===== config.mk =====
export PLATFORM = sky130hd
export DESIGN_NAME = mfb_transpose
export DESIGN_NICKNAME = d
export VERILOG_FILES = /design/src/sv/mfb_pkg.sv /design/src/sv/mfb_transpose.sv
export SDC_FILE = /design/constraint.sdc
export NUM_CORES = 1
export LEC_CHECK = 0
export ABC_CLOCK_PERIOD_IN_PS = 1780
export BUFFER_PORTS_ARGS = -buffer_cell sky130_fd_sc_hd__buf_2
export CORE_MARGIN = 2
export CORE_UTILIZATION = 50
export CTS_CLUSTER_DIAMETER = 100
export DETAILED_ROUTE_END_ITERATION = 10
export PLACE_DENSITY = 0.7
export SKIP_LAST_GASP = 1
export SYNTH_ARGS = -nofsm -noshare
export SYNTH_HDL_FRONTEND = slang
export SYNTH_SLANG_ARGS = --single-unit
export TNS_END_PERCENT = 20

===== constraint.sdc =====
create_clock -name clk -period 1.78 [get_ports clk]
set_input_delay 0.178 -clock clk [delete_from_list [all_inputs] [get_ports clk]]
set_output_delay 0.178 -clock clk [all_outputs]
set_load 0.01 [all_outputs]

===== src/sv/mfb_pkg.sv =====
`default_nettype none

package mfb_pkg;

	// default frame geometry
	localparam int FRAME_COLUMNS = 128;
	localparam int FRAME_PAGES   = 8;

	// operation codes
	localparam logic [1:0] FUNC_PIXEL = 2'd0;
	localparam logic [1:0] FUNC_CLEAR = 2'd1;
	localparam logic [1:0] FUNC_PAGE  = 2'd2;

	// one request
	typedef struct packed {
		logic [1:0] func;
		logic [7:0] pixel_column;
		logic [7:0] pixel_row;
		logic       pixel_on;
		logic [3:0] page_select;
	} mfb_cmd_t;

	// one readout byte
	typedef struct packed {
		logic [7:0] page_byte;
		logic [3:0] page_index;
		logic [5:0] byte_offset;
		logic       last_byte;
	} mfb_result_t;

	// store read data landing in the transpose buffer
	typedef struct packed {
		logic       wr;
		logic       bank;
		logic [2:0] slot;
	} mfb_fill_t;

	// transpose byte selection
	typedef struct packed {
		logic       en;
		logic       bank;
		logic [2:0] row;
		logic       mirror;
	} mfb_emit_t;

endpackage

`default_nettype wire


===== src/sv/mfb_transpose.sv =====
`default_nettype none

module mfb_transpose (
	input  wire logic               clk,
	input  wire mfb_pkg::mfb_fill_t fill,
	input  wire logic [7:0]         rd_data,
	input  wire mfb_pkg::mfb_emit_t emit,
	output logic      [7:0]         page_byte
);

	logic [7:0] bank0_q [8];
	logic [7:0] bank1_q [8];
	logic [7:0] sel_w   [8];
	logic [7:0] byte_w;
	logic [7:0] byte_q;

	// ping-pong column buffers, one group of 8 columns each
	always_ff @(posedge clk) begin
		if (fill.wr) begin
			if (fill.bank) begin
				bank1_q[fill.slot] <= rd_data;
			end else begin
				bank0_q[fill.slot] <= rd_data;
			end
		end
	end

	// 8x8 bit transpose of the selected bank
	always_comb begin
		for (int j = 0; j < 8; j++) begin
			sel_w[j] = emit.bank ? bank1_q[j] : bank0_q[j];
		end
		byte_w = '0;
		for (int j = 0; j < 8; j++) begin
			if (emit.mirror) begin
				byte_w[j] = sel_w[j][~emit.row];
			end else begin
				byte_w[7-j] = sel_w[j][emit.row];
			end
		end
	end

	// output byte register
	always_ff @(posedge clk) begin
		if (emit.en) begin
			byte_q <= byte_w;
		end
	end

	assign page_byte = byte_q;

endmodule

`default_nettype wire


==> impl_metrics.tcl <==
set metrics [dict create \
    drc 0 \
    required_ns 1.94 \
    skew_ns 0.00534 \
    status "finished, violations left" \
    final_common_cell "edfxtp_1" \
    setup_viol 1 \
    tightest_slew_ns 0.459 \
    grt_pass1_wl_um 20500 \
    netlist_area_um2 6150 \
    ios 28 \
    period_needed_ns 1.81 \
    overflow 0 \
    die_area_um2 13200 \
    worstSetupPathType "reg -> reg" \
    hold_end "page_byte[7]" \
    vias 3361 \
    cts_tree "built" \
    rsz0062_at_grt "true" \
    start_util 0.512 \
    min-delay-start "emit[5]" \
    ir_drop_v 0.000643 \
    drive_above_1_share 0.397 \
    clock-sinks 136 \
    tns_ns -0.0340 \
    finalCoreUtilization 0.600 \
    cp-start-kind "register" \
    fin_cells 512 \
    timing.rr.end "page_byte[4]" \
    fin_crit_sh 1.02 \
    max_stage_delay_ns 0.49 \
    hold_viol 0 \
    layout_common_cells "136 x edfxtp_1, 63 x mux4_2, 26 x o22ai_1, 26 x buf_2, 25 x buf_4" \
    routedWlPerCell_um 25.8 \
    crit_path_max_fanout 2 \
    maxCapViolations 0 \
    ys_ff_latch 136 \
    hold_path.class "in -> reg" \
    synthCells 297 \
    r2r_start "bank1_q[3][6]" \
    drt-total-wl_um 13200 \
    drtPass1Iterations 4 \
    cellLeakagePower_nw 2.34 \
    hold_buffers 0 \
    place_inst 480 \
    gp_congestion 0.826 \
    num_rows 40 \
    syn_nets 317 \
    yosys.cell_types.count 25 \
    r2r_setup_slack_ns -0.03 \
    diodes 0 \
    clock_latency_ns 0.42 \
    hpwl_um 8600 \
    syn_avg_cell_area_um2 20.7 \
    path_clk_slew_ns 0.05 \
    fin_nets 372 \
    htreeDepth 4 \
    max_freq_ghz 0.551 \
    ys_warn_count 0 \
    first_iter_violations 350 \
    die_h_um 115 \
    power_density_nw_per_um2 1050 \
    total_power_mw 7.60 \
    area.growth.synth_to_final_pct 17.1 \
    clockBufferDepth 2 \
    grt_pass1_vias 3486 \
    port_buffers 27 \
    dpl_cell_area_um2 6640 \
    slew_headroom 0.693 \
    dp_slack_ns -0.0909 \
    ant_nets 0 \
    crit_arrival_ns 1.97 \
    cpMostUsedCell "mux4_2" \
    detail_route.vias_per_cell 6.56 \
    violations "setup timing" \
    endpoint_kind "register" \
    grt_antenna_before_repair 0 \
    ff2ff_path_depth 4 \
    cts_root_buffer "clkbuf_16" \
    hold_depth 1 \
    postLayoutCellArea_um2 7200 \
    cp_slowest_cell "mux4_2" \
    fp.dieW_um 115 \
    drv_slew 0 \
    fillers 850 \
    grt_max_degree 31 \
    core_area_um2 12000 \
    synth-seq-area-share 0.664 \
    final.setup.worst_slack_ns -0.0340 \
    crit_chain "mux4_2 > mux4_2 > nor2_1 > a211oi_1" \
    gr-usage-all-layers 0.221 \
    cts_buffers 17 \
    whs_ns 0.160 \
]
-- repair_timing --
item                       CTS  global route
pin swaps                    0             0
cloned                       0             0
setup endpoints to repair    1             2
buffers inserted             0             0
gates resized for setup      2             0
-- area by class of cell --
class,instances,area (um2),area share
well taps,147,184,0.0255
flip-flops and latches,136,4080,0.567
multi-input cells,139,1920,0.267
repair buffers,57,438,0.0608
clock inverters,11,130,0.0181
inverters,1,3.75,0.000521
clock buffers,21,440,0.0611
-- layer usage --
layer	GRT usage	wire, um	vias up
met3	0.0659	1260	12
met4	0.0787	186	0
met5	0	0	-
li1	-	-	1433
met2	0.349	6680	151
met1	0.298	5100	1765
-- power breakdown --
part           total (mW)  switching (mW)  internal [mW]
logic               0.573           0.299          0.274
registers            3.65          0.0304           3.62
clock network        3.38            1.21           2.17
total                7.60            1.54           6.06
-- synthesized netlist by cell type (all sizes together) --
cell | count | area [um2]
a211oi | 1 | 7.51
a31oi | 1 | 6.26
buf | 16 | 111
clkbuf | 5 | 22.5
edfxtp | 136 | 4080
inv | 1 | 3.75
mux2i | 2 | 20.0
mux4 | 66 | 1510
nand2 | 5 | 18.8
nand2b | 3 | 18.8
nand3 | 4 | 20.0
nand3b | 3 | 22.5
nor2 | 8 | 30.0
nor2b | 1 | 6.26
nor3 | 8 | 40.0
nor4 | 8 | 50.1
o21a | 1 | 7.51
o22ai | 26 | 163
or3 | 1 | 6.26
or3b | 1 | 8.76
-- sequential cells by signal, indices dropped and copies added (netlist names) --
signal,flops
bank0_q,64
bank1_q,64
page_byte,8
-- kinds of logic (layout without fill, tap and decap cells) --
family          count (synthesis)  after routing  share of synthesized area
buf+inv                        22             90                     0.0224
compound gates                 29             29                     0.0299
flops                         136            136                      0.664
simple gates                   42             42                     0.0360
mux                            68             68                      0.248
-- worst max-delay path, delay by kind of cell, from the launching register on --
kind,cells,cell delay (ns)
mux,2,0.97
flops,1,0.41
simple gates,1,0.11
compound gates,1,0.06
-- worst max-delay path by stage --
stage                  start           end  slack [ns]  depth (start not counted)
2_1_floorplan        emit[1]  page_byte[3]        0.07                          4
3_5_place_dp         emit[1]  page_byte[4]       -0.09                          5
6_report       bank1_q[3][6]  page_byte[4]       -0.03                          4
3_3_place_gp         emit[1]  page_byte[6]       -0.07                          6
5_1_grt        bank1_q[3][6]  page_byte[4]       -0.05                          4
4_1_cts        bank1_q[3][6]  page_byte[4]       -0.03                          4
(Power assumes the default switching activity.)
